## src/mdp_pkg.sv

```systemverilog
// Shared types, character codes and constants for the method descriptor parser.
`timescale 1ns / 1ps

package mdp_pkg;

    localparam int OFFSET_BITS = 16;

    localparam int IN_DATA_W  = 8;
    localparam int OUT_DATA_W = 56;
    localparam int KIND_W     = 2;

    // Result kinds
    localparam logic [KIND_W-1:0] KIND_PARAM  = 2'd0;
    localparam logic [KIND_W-1:0] KIND_RETURN = 2'd1;
    localparam logic [KIND_W-1:0] KIND_BAD    = 2'd2;

    // Descriptor characters
    localparam logic [7:0] CH_LPAREN = 8'h28;
    localparam logic [7:0] CH_RPAREN = 8'h29;
    localparam logic [7:0] CH_SEMI   = 8'h3B;
    localparam logic [7:0] CH_LBRACK = 8'h5B;
    localparam logic [7:0] CH_CLASS  = 8'h4C;
    localparam logic [7:0] CH_VOID   = 8'h56;
    localparam logic [7:0] CH_LONG   = 8'h4A;
    localparam logic [7:0] CH_DOUBLE = 8'h44;
    localparam logic [7:0] CH_BYTE   = 8'h42;
    localparam logic [7:0] CH_CHAR   = 8'h43;
    localparam logic [7:0] CH_FLOAT  = 8'h46;
    localparam logic [7:0] CH_INT    = 8'h49;
    localparam logic [7:0] CH_SHORT  = 8'h53;
    localparam logic [7:0] CH_BOOL   = 8'h5A;

    localparam logic [7:0] COUNT_MAX = 8'hFF;

    typedef enum logic [3:0] {
        PH_WAIT_OPEN = 4'b0001,
        PH_PARAMS    = 4'b0010,
        PH_RETURN    = 4'b0100,
        PH_DONE      = 4'b1000
    } phase_t;

    typedef struct packed {
        phase_t                 phase;
        logic                   in_class;
        logic                   in_array;
        logic [OFFSET_BITS-1:0] offset;
        logic [7:0]             param_cnt;
        logic [7:0]             slot_cnt;
        logic                   overflow;
    } parse_state_t;

    localparam parse_state_t STATE_RESET = '{
        phase:     PH_WAIT_OPEN,
        in_class:  1'b0,
        in_array:  1'b0,
        offset:    '0,
        param_cnt: 8'd0,
        slot_cnt:  8'd0,
        overflow:  1'b0
    };

    typedef struct packed {
        logic [KIND_W-1:0] kind;
        logic [7:0]        param_index;
        logic [15:0]       byte_offset;
        logic [7:0]        first_slot;
        logic [1:0]        slot_width;
        logic [7:0]        param_total;
        logic [7:0]        slot_total;
        logic              slots_overflow;
    } result_t;

    function automatic logic is_base_type(input logic [7:0] c);
        return (c == CH_BYTE) || (c == CH_CHAR) || (c == CH_DOUBLE) || (c == CH_FLOAT) ||
               (c == CH_INT) || (c == CH_LONG) || (c == CH_SHORT) || (c == CH_BOOL);
    endfunction

endpackage

```

## src/mdp_step.sv

```systemverilog
// Per-byte parse step: next parser state and the result caused by one byte.
`timescale 1ns / 1ps

module mdp_step
    import mdp_pkg::*;
(
    input  parse_state_t cur,
    input  logic [7:0]   desc_byte,
    input  logic         last_byte,
    output parse_state_t nxt,
    output logic         res_valid,
    output result_t      res
);

    logic                   fin;
    logic                   bad;
    logic [1:0]             fin_width;
    logic [8:0]             slot_sum;
    logic [OFFSET_BITS-1:0] off_plus;
    parse_state_t           upd;

    assign off_plus = cur.offset + 1'b1;

    always_comb
    begin
        upd       = cur;
        upd.offset = off_plus;
        fin       = 1'b0;
        bad       = 1'b0;
        fin_width = 2'd1;
        slot_sum  = '0;
        res_valid = 1'b0;
        res       = '0;
        res.byte_offset = 16'(cur.offset);

        unique case (cur.phase)
            PH_WAIT_OPEN:
            begin
                if (desc_byte == CH_LPAREN)
                    upd.phase = PH_PARAMS;
                else
                    bad = 1'b1;
            end
            PH_PARAMS:
            begin
                if (cur.in_class) begin
                    if (desc_byte == CH_SEMI)
                        fin = 1'b1;
                end else if (desc_byte == CH_RPAREN && !cur.in_array) begin
                    upd.phase = PH_RETURN;
                end else if (desc_byte == CH_LBRACK) begin
                    upd.in_array = 1'b1;
                end else if (desc_byte == CH_CLASS) begin
                    upd.in_class = 1'b1;
                end else if (is_base_type(desc_byte)) begin
                    fin = 1'b1;
                    // Arrays of long or double are references and take one slot.
                    if (!cur.in_array && (desc_byte == CH_LONG || desc_byte == CH_DOUBLE))
                        fin_width = 2'd2;
                end else begin
                    bad = 1'b1;
                end
            end
            PH_RETURN:
            begin
                res_valid = 1'b1;
                upd.phase = PH_DONE;
                if (desc_byte == CH_VOID || desc_byte == CH_CLASS ||
                    desc_byte == CH_LBRACK || is_base_type(desc_byte))
                    res.kind = KIND_RETURN;
                else
                    res.kind = KIND_BAD;
            end
            PH_DONE:
            begin
            end
            default:
            begin
            end
        endcase

        if (bad) begin
            res_valid = 1'b1;
            res.kind  = KIND_BAD;
            upd.phase = PH_DONE;
        end

        if (fin) begin
            slot_sum        = {1'b0, cur.slot_cnt} + {7'd0, fin_width};
            res_valid       = 1'b1;
            res.kind        = KIND_PARAM;
            res.param_index = cur.param_cnt;
            res.first_slot  = cur.slot_cnt;
            res.slot_width  = fin_width;
            res.byte_offset = 16'(off_plus);
            if (cur.param_cnt != COUNT_MAX)
                upd.param_cnt = cur.param_cnt + 8'd1;
            if (slot_sum[8]) begin
                upd.slot_cnt = COUNT_MAX;
                upd.overflow = 1'b1;
            end else begin
                upd.slot_cnt = slot_sum[7:0];
            end
            upd.in_class = 1'b0;
            upd.in_array = 1'b0;
        end

        // Totals reflect the counters after this byte, before any end-of-descriptor reset.
        res.param_total    = upd.param_cnt;
        res.slot_total     = upd.slot_cnt;
        res.slots_overflow = upd.overflow;

        nxt = last_byte ? STATE_RESET : upd;
    end

endmodule

```

## src/mdp_out_reg.sv

```systemverilog
// Result register driving the master stream side.
`timescale 1ns / 1ps

module mdp_out_reg
    import mdp_pkg::*;
(
    input  logic                  clk,
    input  logic                  rst_n,
    input  logic                  load,
    input  result_t               res,
    output logic                  free,
    output logic                  m_tvalid,
    input  logic                  m_tready,
    output logic [OUT_DATA_W-1:0] m_tdata,
    output logic [KIND_W-1:0]     m_tuser
);

    logic    valid_reg;
    logic    valid_next;
    result_t res_reg;

    assign free       = !valid_reg || m_tready;
    assign valid_next = load || (valid_reg && !m_tready);

    always_ff @(posedge clk or negedge rst_n)
    begin
        if (!rst_n)
            valid_reg <= 1'b0;
        else
            valid_reg <= valid_next;
    end

    always_ff @(posedge clk)
    begin
        if (load)
            res_reg <= res;
    end

    assign m_tvalid = valid_reg;
    assign m_tuser  = res_reg.kind;
    assign m_tdata  = {5'd0, res_reg.slots_overflow, res_reg.slot_total,
                       res_reg.param_total, res_reg.slot_width, res_reg.first_slot,
                       res_reg.byte_offset, res_reg.param_index};

endmodule

```

## src/method_descriptor_parser_unit.sv

```systemverilog
// Top level of the method descriptor parser: input register, parser state and result path.
//
//  Channel   Dir  Data                              Sideband
//  s_axis    in   tdata[7:0] desc_byte              tlast last_byte
//  m_axis    out  tdata[55:0] parameter/totals      tuser[1:0] kind
//
// Each byte is held in the input register and parsed by the combinational step logic,
// which also forms the next parser state; any result is loaded into the result register.
// One byte is taken per cycle while the result register is free.
// Reset is asynchronous and active low; it returns the parser to waiting for '('.
// A stalled result register holds the input register, which then drops s_tready.
`timescale 1ns / 1ps

module method_descriptor_parser_unit
    import mdp_pkg::*;
(
    input  logic                  clk,
    input  logic                  rst_n,
    input  logic                  s_tvalid,
    output logic                  s_tready,
    input  logic [IN_DATA_W-1:0]  s_tdata,   // [7:0] desc_byte
    input  logic                  s_tlast,   // last_byte
    output logic                  m_tvalid,
    input  logic                  m_tready,
    output logic [OUT_DATA_W-1:0] m_tdata,   // [7:0] param_index, [23:8] byte_offset,
                                             // [31:24] first_slot, [33:32] slot_width,
                                             // [41:34] param_total, [49:42] slot_total,
                                             // [50] slots_overflow, [55:51] zero
    output logic [KIND_W-1:0]     m_tuser    // [1:0] kind
);

    logic         in_valid_reg;
    logic         in_valid_next;
    logic [7:0]   in_byte_reg;
    logic         in_last_reg;
    parse_state_t state_reg;
    parse_state_t state_next;
    logic         res_valid;
    result_t      res;
    logic         out_free;
    logic         advance;

    // A byte leaves the input register once the result register can take its result.
    assign advance       = in_valid_reg && out_free;
    assign s_tready      = !in_valid_reg || advance;
    assign in_valid_next = (s_tvalid && s_tready) || (in_valid_reg && !advance);

    always_ff @(posedge clk or negedge rst_n)
    begin
        if (!rst_n)
            in_valid_reg <= 1'b0;
        else
            in_valid_reg <= in_valid_next;
    end

    always_ff @(posedge clk)
    begin
        if (s_tvalid && s_tready) begin
            in_byte_reg <= s_tdata;
            in_last_reg <= s_tlast;
        end
    end

    always_ff @(posedge clk or negedge rst_n)
    begin
        if (!rst_n)
            state_reg <= STATE_RESET;
        else if (advance)
            state_reg <= state_next;
    end

    mdp_step u_step (
        .cur       (state_reg),
        .desc_byte (in_byte_reg),
        .last_byte (in_last_reg),
        .nxt       (state_next),
        .res_valid (res_valid),
        .res       (res)
    );

    mdp_out_reg u_out (
        .clk      (clk),
        .rst_n    (rst_n),
        .load     (advance && res_valid),
        .res      (res),
        .free     (out_free),
        .m_tvalid (m_tvalid),
        .m_tready (m_tready),
        .m_tdata  (m_tdata),
        .m_tuser  (m_tuser)
    );

endmodule

```

## config.mk

```make
export PLATFORM = sky130hd
export DESIGN_NAME = method_descriptor_parser_unit
export DESIGN_NICKNAME = d
export VERILOG_FILES = /design/src/mdp_pkg.sv /design/src/mdp_step.sv /design/src/mdp_out_reg.sv /design/src/method_descriptor_parser_unit.sv
export SDC_FILE = /design/constraint.sdc
export NUM_CORES = 1
export LEC_CHECK = 0
export BUFFER_PORTS_ARGS = -buffer_cell sky130_fd_sc_hd__buf_2
export CAP_MARGIN = 30
export CORE_ASPECT_RATIO = 1.4
export CORE_MARGIN = 2
export CORE_UTILIZATION = 55
export CTS_BUF_LIST = sky130_fd_sc_hd__clkbuf_16
export DETAILED_ROUTE_END_ITERATION = 8
export PLACE_DENSITY_LB_ADDON = 0.1
export SETUP_SLACK_MARGIN = 0.02
export SLEW_MARGIN = 0
export SYNTH_ARGS = -nofsm -noshare
export SYNTH_HDL_FRONTEND = slang
export SYNTH_SLANG_ARGS = --single-unit
```

## constraint.sdc

```tcl
create_clock -name clk -period 8.6 [get_ports clk]
set_clock_uncertainty 0.1 [all_clocks]
set_input_delay 0.43 -clock clk [delete_from_list [all_inputs] [get_ports clk]]
set_output_delay 0.43 -clock clk [all_outputs]
set_load 0.005 [all_outputs]
```

==> run summary, run 1 <==
Timing
* no — setup repair after global routing missed its margin
* 0.4322 — Period Utilization, post-route
* 0 — number of hold violations in the final report
* 0.4314 — worst slew slack as a fraction of its limit
* 0 — setup violation total in the final timing report
* 0.8518 ns — measured slew at the worst slew-check pin
* 269.1 MHz — Fmax achieved
* 0 ns — post-route setup TNS
* 3.717 ns — min Tclk post-route
* 0 — Slew Limit Fails

Global route
* 0.2178 — global-route usage over all layers
* 50 — pin count of the biggest net entering global routing
* 0 — number of antenna violations at the first check in global routing
* 17.70 mm — first-pass GRT wire length
* 3,683 — vias in the first global route
* 0 — global route total overflow

Power
* 0.237 — combinational group share of total power
* 1024 µW — P_int
* 0.258 — power share of the clock group
* 0.3086 — switching power share of the total
* 246.7 mW/mm² — Cell Pwr Density
* 456.9 µW — switching component of the power
* 0.1325 mV — Worst IR Drop VDD
* 0.505 — proportion of power drawn by flip-flops and latches
* 0.002339 µW — Leakage Power

Yosys
* edfxtp_1, dfrtp_1, nand2_1 — leading cell types by total area after synthesis
* 0.3981 — post-synthesis async set-or-reset flop share
* 0.5414 — share of the yosys chip area belonging to registers
* 103 — post-synthesis register bit count
* 10.59 µm² — synthesized area divided by synthesized cell count
* edfxtp_1 — dominant cell type by area after synthesis
* 0.3489 — proportion of netlist area held by the largest area contributor
* 0 — yosys warns
* 504 — cells after synthesis
* 62 — number of enable-type register cells in the synthesized netlist
* edfxtp_1 — flip-flop cell with the highest count after synthesis
* 69 — Cell variety after synth
* 0.005336 mm² — total standard cell area after synthesis

Die
* 0.009459 mm² — core outline area
* 73 — IO Pins
* 0.01052 mm² — Total Die Area
* 120.5 µm — height of the die
* 0.5642 — effective utilization at floorplan
* 42 — number of cell rows
* 87.25 µm — die outline width

Finish
* buf_2 — most frequent standard cell in the layout excluding fill and tap cells
* 0.1800 — layout cell share with drive strength beyond 1
* 0 — number of antenna diodes
* 574 — Final nets
* 51 — flip-flop count of the largest register, all copies and words added
* buf_2, edfxtp_1, nand2_1 — most frequent cells in the layout
* 0.006002 mm² — final cell area excluding filler cells
* 12.47% — Area Growth Syn to Fin
* 0.6345 — post-layout utilization of the core

CTS
* 0 — # resized after CTS
* 3 — number of levels the H-tree was split into
* 0.35 ns — Skew-Pair Late Insertion Delay
* 1 — cts hold-fix bufs
* 103 — Sink Count
* clkbuf_16 — Clk Tree Root Cell
* done — clock tree from TritonCTS
* 0.07 ns — clock transition at the register clock pins on the worst setup and hold paths after CTS
* 9 — Num CTS Buffers
* 0 — post-CTS setup buffers
* 2 — maximum root-to-sink buffer count

Setup path
* nor4b_4 > nand3b_4 > nor3_1 > inv_1 > fa_1 > nor2b_1 > and4_1 > nand3_1 > and2_1 > a31oi_1 — cell-by-cell trace of the critical path
* flip-flop — type of element launching the critical path
* nor4b_4 — master of the slowest instance on the critical path
* 8.69 ns — Crit path required time
* 0.49 ns — highest cell delay on the worst timing path
* flip-flop — CP endpoint kind
* reg -> reg — classification of the worst setup path
* 8 — highest net fanout along the worst path
* 3.80 ns — arrival time of the worst setup path

Flow run
* 0 — max-capacitance violation count

Place
* 0.005714 mm² — Placed Instance Area
* 7.379 mm — Detail Placement HPWL
* 67 — IO buf count
* 0.8624 — weighted congestion reported at the end of routability-driven placement

Drt
* 306 — Iteration-0 DRC Markers
* 5.923 — Vias per Instance
* 11.11 mm — wire length reported by the detailed router
* 5 — total iterations of the first detailed-routing run
* 16.56 µm — Avg WL per Cell
* 0 — remaining antenna violation count
* 3,974 — vias after detailed routing
* 0 — residual DRC count

Min path
* in -> reg — Worst Hold Class

Run status
* finished clean — run status

==> area by class of cell <==
class | count | area (µm²)
Fill cell | 779 | 3457
Tap cell | 110 | 137.6
Multi-Input combinational cell | 357 | 2246
Timing Repair Buffer | 74 | 410.4
Inverter | 11 | 41.29
Clock inverter | 6 | 27.53
Clock buffer | 10 | 250.2
Sequential cell | 103 | 2889
==> logic make-up after synthesis <==
| kind of cell | count (synthesis) | share of synthesized area |
|---|---|---|
| AO/OA/AOI/OAI | 98 | 0.1283 |
| adder cells (fa/ha/maj) | 5 | 0.01313 |
| multiplexers | 14 | 0.02696 |
| buffers and inverters | 48 | 0.04267 |
| XOR/XNOR | 20 | 0.03282 |
| flip-flops | 103 | 0.5414 |
| AND/OR/NAND/NOR | 215 | 0.2141 |
| other | 1 | 0.0007027 |
==> power groups by stage <==
| stage | Clock, µW | Combinational (µW) | Sequential, µW |
|---|---|---|---|
| final | 383 | 351 | 747 |
| after global routing | 405 | 390 | 764 |
| after CTS | 392 | 352 | 748 |
| after detailed placement | 0 | 349 | 757 |
| after global placement | 0 | 339 | 750 |
| after floorplan | 0 | 212 | 752 |
==> metrics by stage <==
stage                     setup slack, ns  cells  hold slack, ns  total power (µW)
final                               4.883    671          0.1499              1481
after global routing                4.757    671          0.1443              1559
after CTS                           4.904    671          0.1417              1492
after detailed placement            4.919    654          0.2859              1106
after global placement              5.104    652          0.3844              1089
after floorplan                     3.763    508         0.03441             963.7
==> layer usage <==
metal  wire [µm]  GRT usage  vias to the layer above
met1        4825     0.2880                     1907
met2        5508     0.3395                      107
met3         509    0.04437                       17
met5           0          0                        -
li1            -          -                     1943
met4         265     0.1077                        0
==> worst max-delay path, delay by kind of cell (launching register included) <==
family                     cells  cell delay, ns
and+or+nand+nor                7            2.17
DFF                            1            0.47
adders and majority gates      1            0.46
AOI/OAI and AO/OA              1            0.21
buffers and inverters          1            0.15
==> synth_stat cells, drive strengths merged, types with 4 or more instances <==
cell,count
dfrtp,40
a211oi,4
nor2b,25
o21ai,20
buf,14
and2,8
nand3,14
and3,11
a31oi,13
mux2i,11
nand2,51
xnor2,16
nor2,48
inv,11
a21oi,18
or3,4
nand2b,4
edfxtp,62
clkbuf,23
nor3,14
nand4,8
ha,4
nor4,5
nand3b,6
xor2,4
==> final timing paths <==
kind / from / end / slack [ns] / depth (start not counted)
setup reg to reg: state_reg[37]$_DFFE_PN0P_ / u_out.m_tdata[46]$_DFFE_PP_ / 4.88 / 10
hold / removal: s_tlast / in_last_reg$_DFFE_PP_ / 0.15 / 1
min in group asynchronous: rst_n / state_reg[2]$_DFFE_PN0P_ / 0.45 / 2
setup / recovery: state_reg[37]$_DFFE_PN0P_ / u_out.m_tdata[46]$_DFFE_PP_ / 4.88 / 10
hold reg to reg: state_reg[0]$_DFFE_PN0P_ / state_reg[0]$_DFFE_PN0P_ / 0.40 / 2
max in group asynchronous: rst_n / state_reg[35]$_DFFE_PN1P_ / 7.38 / 3
(Power assumes the default switching activity.)
==> inputs of run 2 (changes only) <==
--- a/config.mk
+++ b/config.mk
@@ -5,11 +5,12 @@
 export SDC_FILE = /design/constraint.sdc
 export NUM_CORES = 1
 export LEC_CHECK = 0
+export ABC_AREA = 1
 export BUFFER_PORTS_ARGS = -buffer_cell sky130_fd_sc_hd__buf_2
 export CAP_MARGIN = 30
 export CORE_ASPECT_RATIO = 1.4
 export CORE_MARGIN = 2
-export CORE_UTILIZATION = 55
+export CORE_UTILIZATION = 52
 export CTS_BUF_LIST = sky130_fd_sc_hd__clkbuf_16
 export DETAILED_ROUTE_END_ITERATION = 8
 export PLACE_DENSITY_LB_ADDON = 0.1
==> constraint.sdc (replaced) <==
create_clock -name clk -period 3.11 [get_ports clk]
set_clock_uncertainty 0.1 [all_clocks]
set_input_delay 0.1555 -clock clk [delete_from_list [all_inputs] [get_ports clk]]
set_output_delay 0.1555 -clock clk [all_outputs]
set_load 0.005 [all_outputs]
==> run 2 against run 1 <==
Non-clock buffer count is 12 higher; setup slack got worse by 4.7 ns; sequential cell count is the same; utilization shrank 0.26 points; routed wire length fell by 8.5%; clock power grew to 3.0 times the previous value; synthesized cell count increased by 7.9%; critical path depth grew 4; die area grew 0.82%.
==> run summary, run 2 <==
Power
* 2749 µW — P_int, was 1024 µW
* 0.2766 — switching power share of the total, was 0.3086
* 0.002622 µW — Leakage Power, was 0.002339 µW
* 0.304 — power share of the clock group, was 0.258
* 0.3809 mV — Worst IR Drop VDD, was 0.1325 mV
* 632.2 mW/mm² — Cell Pwr Density, was 246.7 mW/mm²
* 1051 µW — switching component of the power, was 456.9 µW
* 0.494 — proportion of power drawn by flip-flops and latches, was 0.505
* 3800 µW — Power Total, was 1481 µW
* 0.202 — combinational group share of total power, was 0.237

Global route
* 0 — global route total overflow, unchanged
* 0 — number of antenna violations at the first check in global routing, unchanged
* 17.18 mm — first-pass GRT wire length, was 17.70 mm
* 3,793 — vias in the first global route, was 3,683
* 33 — pin count of the biggest net entering global routing, was 50
* 0.2091 — global-route usage over all layers, was 0.2178

Die
* 87.61 µm — die outline width, was 87.25 µm
* 0.009512 mm² — core outline area, was 0.009459 mm²
* 121.0 µm — height of the die, was 120.5 µm
* 0.01060 mm² — Total Die Area, was 0.01052 mm²
* 42 — number of cell rows, unchanged
* 0.5350 — effective utilization at floorplan, was 0.5642
* 73 — IO Pins, unchanged

Setup path
* flip-flop — CP endpoint kind, unchanged
* 3.11 ns — Crit path required time, was 8.69 ns
* 4 — highest net fanout along the worst path, was 8
* state_reg[37]$_DFFE_PN0P_ — worst reg2reg startpoint, unchanged
* flip-flop — type of element launching the critical path, unchanged
* 2.89 ns — arrival time of the worst setup path, was 3.80 ns
* reg -> reg — classification of the worst setup path, unchanged
* 14 — worst r2r path cells, was 10
* state_reg[37]$_DFFE_PN0P_ — critical path startpoint, unchanged

Finish
* 0.1956 — layout cell share with drive strength beyond 1, was 0.1800
* 0.6319 — post-layout utilization of the core, was 0.6345
* 18.12% — Area Growth Syn to Fin, was 12.47%
* nand2_1 — most frequent standard cell in the layout excluding fill and tap cells, was buf_2
* 51 — flip-flop count of the largest register, all copies and words added, unchanged
* 647 — Final nets, was 574
* 766 — number of standard cells in the layout, taps in and fillers out, was 671
* 0.006011 mm² — final cell area excluding filler cells, was 0.006002 mm²
* 0 — number of antenna diodes, unchanged
* nand2_1, inv_1, buf_2 — most frequent cells in the layout, was buf_2, edfxtp_1, nand2_1
* 815 — number of fillers in the final layout, was 779

Yosys
* 62 — number of enable-type register cells in the synthesized netlist, unchanged
* 9.354 µm² — synthesized area divided by synthesized cell count, was 10.59 µm²
* 0 — yosys warns, unchanged
* edfxtp_1 — dominant cell type by area after synthesis, unchanged
* 47 — Cell variety after synth, was 69
* edfxtp_1 — flip-flop cell with the highest count after synthesis, unchanged
* nand2_1 — cell with the most instances after synthesis, was edfxtp_1
* 0.005089 mm² — total standard cell area after synthesis, was 0.005336 mm²
* edfxtp_1, dfrtp_1, nand2_1 — leading cell types by total area after synthesis, unchanged
* 0.5677 — share of the yosys chip area belonging to registers, was 0.5414
* nand2_1, inv_1, edfxtp_1, nor2_1, dfrtp_1 — most numerous cell types in the synthesized netlist, was edfxtp_1, nand2_1, nor2_1, dfrtp_1, nor2b_1
* 0.3981 — post-synthesis async set-or-reset flop share, unchanged
* 0.3659 — proportion of netlist area held by the largest area contributor, was 0.3489
* 103 — post-synthesis register bit count, unchanged
* 544 — cells after synthesis, was 504

CTS
* 0.07 ns — clock transition at the register clock pins on the worst setup and hold paths after CTS, about the same
* 0.34 ns — Skew-Pair Late Insertion Delay, was 0.35 ns
* done — clock tree from TritonCTS, unchanged
* clkbuf_16 — Clk Tree Root Cell, unchanged
* 0 — post-CTS setup buffers, unchanged
* 103 — Sink Count, unchanged
* 2 — maximum root-to-sink buffer count, unchanged
* 9 — Num CTS Buffers, unchanged
* 3 — number of levels the H-tree was split into, unchanged

Place
* 0.005569 mm² — Placed Instance Area, was 0.005714 mm²
* 67 — IO buf count, unchanged
* 0.8959 — weighted congestion reported at the end of routability-driven placement, was 0.8624
* 7.016 mm — Detail Placement HPWL, was 7.379 mm
* 739 — # placed instances, was 654

Drt
* 5.044 — Vias per Instance, was 5.923
* 3,864 — vias after detailed routing, was 3,974
* 13.27 µm — Avg WL per Cell, was 16.56 µm
* 0 — residual DRC count, unchanged
* 0 — remaining antenna violation count, unchanged
* 188 — Iteration-0 DRC Markers, was 306
* 10.17 mm — wire length reported by the detailed router, was 11.11 mm
* 4 — total iterations of the first detailed-routing run, was 5

Timing
* 0.9286 — Period Utilization, post-route, was 0.4322
* 2.888 ns — min Tclk post-route, was 3.717 ns
* 0.5877 — worst slew slack as a fraction of its limit, was 0.4314
* 346.3 MHz — Fmax achieved, was 269.1 MHz
* 0 — number of hold violations in the final report, unchanged
* 0.02402 ns — Worst Hold Slack, was 0.1499 ns
* 0 — setup violation total in the final timing report, unchanged
* 0.6178 ns — measured slew at the worst slew-check pin, was 0.8518 ns
* 0 — Slew Limit Fails, unchanged

Min path
* 4 — Min-Delay Path Depth, was 1
* in -> reg — Worst Hold Class, unchanged
* m_tready — critical hold path startpoint, was s_tlast

Flow run
* 0 — max-capacitance violation count, unchanged

Run status
* finished clean — run status, unchanged

## run 2: cells by family after synthesis
| logic type | Yosys count | synth area share |
|---|---|---|
| adder cells (fa/ha/maj) | 5 | 0.01377 |
| flip-flops | 103 | 0.5677 |
| other | 1 | 0.0007369 |
| XOR/XNOR | 17 | 0.02926 |
| AND/OR/NAND/NOR | 250 | 0.2215 |
| AO/OA/AOI/OAI | 70 | 0.08188 |
| buffers and inverters | 98 | 0.08507 |
## run 2: area by class of cell
class | instances | area, µm² | area share
clock buffers | 9 | 225.2 | 0.03747
clock inverters | 7 | 80.08 | 0.01332
multi-input cells | 347 | 1815 | 0.3020
repair buffers | 86 | 525.5 | 0.08743
well taps | 132 | 165.2 | 0.02748
flip-flops and latches | 103 | 2889 | 0.4806
inverters | 82 | 310.3 | 0.05162
## run 2: what timing repair did
item	in CTS	in global routing
gates resized for setup	0	5
setup endpoints to repair	0	17
hold endpoints to repair	33	0
hold buffers	11	0
## run 2: final timing paths
check                      slack [ns]                     endpoint
max                              0.22  u_out.m_tdata[48]$_DFFE_PP_
min                              0.02       in_valid_reg$_DFF_PN0_
max reg2reg                      0.22  u_out.m_tdata[48]$_DFFE_PP_
min reg2reg                      0.40    state_reg[15]$_DFFE_PN0P_
max in group asynchronous        2.05    state_reg[35]$_DFFE_PN1P_
min in group asynchronous        0.26    state_reg[14]$_DFFE_PN0P_
## run 2: worst max-delay path, cell delays in order, from the launching register on
cell and delay (ns):
dfrtp_1 0.39, nor2_1 0.18, nand3_2 0.16, nor2_4 0.13, inv_1 0.07, nor3_2 0.17, inv_1 0.10, fa_1 0.44
nor2_1 0.16, inv_1 0.11, nor3_1 0.17, inv_1 0.12, nor2_4 0.12, nand3_1 0.08, and2_1 0.14
## run 2: metal layers
layer  track usage  vias to the layer above  share of wire
met5             0                        -              0
met2        0.3523                       98           0.52
met4        0.1029                        0          0.021
li1              -                     1943              -
met3       0.02993                       13          0.035
met1        0.2599                     1810           0.43
## run 2: metrics by stage
step	TNS [ns]	setup WS, ns
6_report	0	0.2220
5_1_grt	-0.006101	-0.006101
4_1_cts	0	0.1536
3_5_place_dp	0	0.1722
3_3_place_gp	0	0.2635
2_1_floorplan	0	0.3674
## run 2: power groups by stage
stage	Sequential [µW]	Combinational (µW)	Clock, µW
after floorplan	1930	379	0
after detailed placement	1900	760	0
after global routing	1910	867	1240
final	1880	766	1160
after global placement	1900	742	0
after CTS	1880	772	1180
==> inputs of run 3 (changes only) <==
--- a/config.mk
+++ b/config.mk
@@ -10,7 +10,7 @@
 export CAP_MARGIN = 30
 export CORE_ASPECT_RATIO = 1.4
 export CORE_MARGIN = 2
-export CORE_UTILIZATION = 52
+export CORE_UTILIZATION = 55
 export CTS_BUF_LIST = sky130_fd_sc_hd__clkbuf_16
 export DETAILED_ROUTE_END_ITERATION = 8
 export PLACE_DENSITY_LB_ADDON = 0.1
==> constraint.sdc (replaced) <==
create_clock -name clk -period 2.73 [get_ports clk]
set_clock_uncertainty 0.1 [all_clocks]
set_input_delay 0.1365 -clock clk [delete_from_list [all_inputs] [get_ports clk]]
set_output_delay 0.1365 -clock clk [all_outputs]
set_load 0.005 [all_outputs]
==> run 3 against run 2 <==
Die area fell by 5.2%; hold slack improved by 0.15 ns; power rose by 16%; cell count rose by 0.39%; final area rose by 4.0%; utilization rose by 6.1 points; critical endpoint is now state_reg[2]$_DFFE_PN0P_; combinational power rose by 37%; sequential share of layout area fell by 1.9 points.
==> run summary, run 3 (same netlist as run 2, synthesis figures left out) <==
CTS
* 103 — Sink Count, unchanged
* clkbuf_16 — Clk Tree Root Cell, unchanged
* done — clock tree from TritonCTS, unchanged
* 0.06 ns — clock transition at the register clock pins on the worst setup and hold paths after CTS, was 0.07 ns
* 2 — maximum root-to-sink buffer count, unchanged
* 0.35 ns — Skew-Pair Late Insertion Delay, was 0.34 ns
* 9 — Num CTS Buffers, unchanged
* 3 — number of levels the H-tree was split into, unchanged

Drt
* 0 — residual DRC count, unchanged
* 0 — remaining antenna violation count, unchanged
* 10.55 mm — wire length reported by the detailed router, was 10.17 mm
* 5 — total iterations of the first detailed-routing run, was 4
* 171 — Iteration-0 DRC Markers, was 188
* 5.238 — Vias per Instance, was 5.044
* 4,028 — vias after detailed routing, was 3,864
* 13.71 µm — Avg WL per Cell, was 13.27 µm

Global route
* 0 — global route total overflow, unchanged
* 31 — pin count of the biggest net entering global routing, was 33
* 0 — number of antenna violations at the first check in global routing, unchanged
* 3,891 — vias in the first global route, was 3,793
* 17.55 mm — first-pass GRT wire length, was 17.18 mm
* 0.2198 — global-route usage over all layers, was 0.2091

Finish
* 769 — number of standard cells in the layout, taps in and fillers out, was 766
* nand2_1 — most frequent standard cell in the layout excluding fill and tap cells, unchanged
* 22.87% — Area Growth Syn to Fin, was 18.12%
* 0.2568 — layout cell share with drive strength beyond 1, was 0.1956
* nand2_1, inv_1, buf_2 — most frequent cells in the layout, unchanged
* 51 — flip-flop count of the largest register, all copies and words added, unchanged
* 0 — number of antenna diodes, unchanged
* 675 — Final nets, was 647

Setup path
* 2.82 ns — arrival time of the worst setup path, was 2.89 ns
* flip-flop — CP endpoint kind, unchanged
* reg -> reg — classification of the worst setup path, unchanged
* 2.91 ns — Crit path required time, was 3.11 ns
* 0.44 ns — highest cell delay on the worst timing path, about the same
* flip-flop — type of element launching the critical path, unchanged
* inv_2 > nor2_2 > nand2_1 > nand2_1 > nand2_2 > nor3_4 > inv_2 > ha_4 > inv_2 > fa_2 > nor2_2 > inv_2 > nor4_4 > buf_4 > nor2_1 > o21ai_2 > nand2_1 > o21ai_1 — cell-by-cell trace of the critical path, was nor2_1 > nand3_2 > nor2_4 > inv_1 > nor3_2 > inv_1 > fa_1 > nor2_1 > inv_1 > nor3_1 > inv_1 > nor2_4 > nand3_1 > and2_1
* inv_2 — cell seen most often among critical-path stages, was inv_1
* 3 — highest net fanout along the worst path, was 4
* 18 — worst r2r path cells, was 14
* in_byte_reg[1]$_DFFE_PP_ — critical path startpoint, was state_reg[37]$_DFFE_PN0P_
* 0.08 ns — flop-to-flop setup slack, was 0.22 ns
* state_reg[2]$_DFFE_PN0P_ — worst flop-to-flop path endpoint, was u_out.m_tdata[48]$_DFFE_PP_
* edfxtp_1 — master of the slowest instance on the critical path, was fa_1
* in_byte_reg[1]$_DFFE_PP_ — worst reg2reg startpoint, was state_reg[37]$_DFFE_PN0P_

Die
* 73 — IO Pins, unchanged
* 0.5636 — effective utilization at floorplan, was 0.5350
* 0.01005 mm² — Total Die Area, was 0.01060 mm²
* 117.8 µm — height of the die, was 121.0 µm
* 0.009029 mm² — core outline area, was 0.009512 mm²
* 85.30 µm — die outline width, was 87.61 µm
* 41 — number of cell rows, was 42

Timing
* 0.08439 ns — final worst setup slack, was 0.2220 ns
* 0 — number of hold violations in the final report, unchanged
* 0.5640 — worst slew slack as a fraction of its limit, was 0.5877
* 0 — Slew Limit Fails, unchanged
* yes — setup repair after global routing missed its margin
* 0 ns — post-route setup TNS, unchanged
* 0.1762 ns — Worst Hold Slack, was 0.02402 ns
* 0 — setup violation total in the final timing report, unchanged
* 0.9691 — Period Utilization, post-route, was 0.9286
* 2.646 ns — min Tclk post-route, was 2.888 ns
* 0.6533 ns — measured slew at the worst slew-check pin, was 0.6178 ns
* 378.0 MHz — Fmax achieved, was 346.3 MHz

Power
* 0.5545 mV — Worst IR Drop VDD, was 0.3809 mV
* 4407 µW — Power Total, was 3800 µW
* 0.002783 µW — Leakage Power, was 0.002622 µW
* 704.9 mW/mm² — Cell Pwr Density, was 632.2 mW/mm²

Flow run
* 0 — max-capacitance violation count, unchanged

Place
* -0.07379 ns — post-placement setup slack, was 0.1722 ns
* 7.272 mm — Detail Placement HPWL, was 7.016 mm
* 67 — IO buf count, unchanged
* 0.9020 — weighted congestion reported at the end of routability-driven placement, was 0.8959
* 732 — # placed instances, was 739

Min path
* in -> async — Worst Hold Class, was in -> reg

Run status
* finished clean — run status, unchanged

-- run 3: cell types whose count changed in the layout (fill, tap and decap cells not counted), moves of 2 or more --
| cell | before | now |
|---|---|---|
| o21ai_2 | 6 | 9 |
| inv_2 | 5 | 10 |
| buf_12 | 0 | 3 |
| nand3_2 | 1 | 4 |
| nor2_1 | 45 | 39 |
| buf_4 | 7 | 31 |
| dlygate4sd3_1 | 11 | 13 |
| nor2_2 | 3 | 10 |
| inv_1 | 77 | 72 |
| o21ai_0 | 22 | 20 |
| nand3_1 | 33 | 30 |
-- run 3: worst max path at each step --
stage	end	slack [ns]	cells past startpoint
3_5_place_dp	u_out.m_tdata[48]$_DFFE_PP_	-0.07	14
3_3_place_gp	u_out.m_tdata[48]$_DFFE_PP_	0.002	14
2_1_floorplan	u_out.m_tdata[48]$_DFFE_PP_	0.07	14
6_report	state_reg[2]$_DFFE_PN0P_	0.08	18
5_1_grt	state_reg[3]$_DFFE_PN0P_	-0.09	18
4_1_cts	u_out.m_tdata[28]$_SDFFCE_PN0P_	0.004	14
-- run 3: repair_timing --
action | CTS | global route
endpoints found under the hold margin | 28 | 0
hold buffers | 13 | 0
gates resized for setup | 2 | 25
setup buffers | 1 | 7
setup endpoints to repair | 14 | 55
pin swaps | 2 | 18
-- run 3: per-stage QoR --
step / area [µm²] / utilization
2_1_floorplan: 5116 / -
3_3_place_gp: 5663 / 0.6272
3_5_place_dp: 5683 / 0.6294
4_1_cts: 6112 / 0.6770
5_1_grt: 6252 / 0.6925
6_report: 6252 / 0.6925
-- run 3: where the power goes --
part / internal, µW / switching [µW] / leakage (µW)
Clock: 696 / 530 / 0.000143
Combinational: 444 / 602 / 0.00149
Sequential: 2030 / 105 / 0.00115
-- run 3: critical path: cells and delay by family (launching register included) --
| family | cells | cell delay, ns |
|---|---|---|
| AOI/OAI and AO/OA | 2 | 0.21 |
| adders and majority gates | 2 | 0.50 |
| buffers and inverters | 5 | 0.47 |
| DFF | 1 | 0.44 |
| and+or+nand+nor | 9 | 0.83 |
-- run 3: cell type report --
class                   instances  area, µm²
fillers                       692       2776
well taps                     107      133.9
inverters                      82      310.3
repair buffers                114      758.2
multi-input cells             347       1878
clock inverters                 7      57.56
flip-flops and latches        103       2889
clock buffers                   9      225.2
-- run 3: routing by layer --
layer	vias to the layer above	global-route usage	routed length, µm
li1	2006	-	-
met1	1910	0.2723	4458
met2	96	0.3853	5506
met3	16	0.02735	370
met4	0	0.08730	210
met5	-	0	0
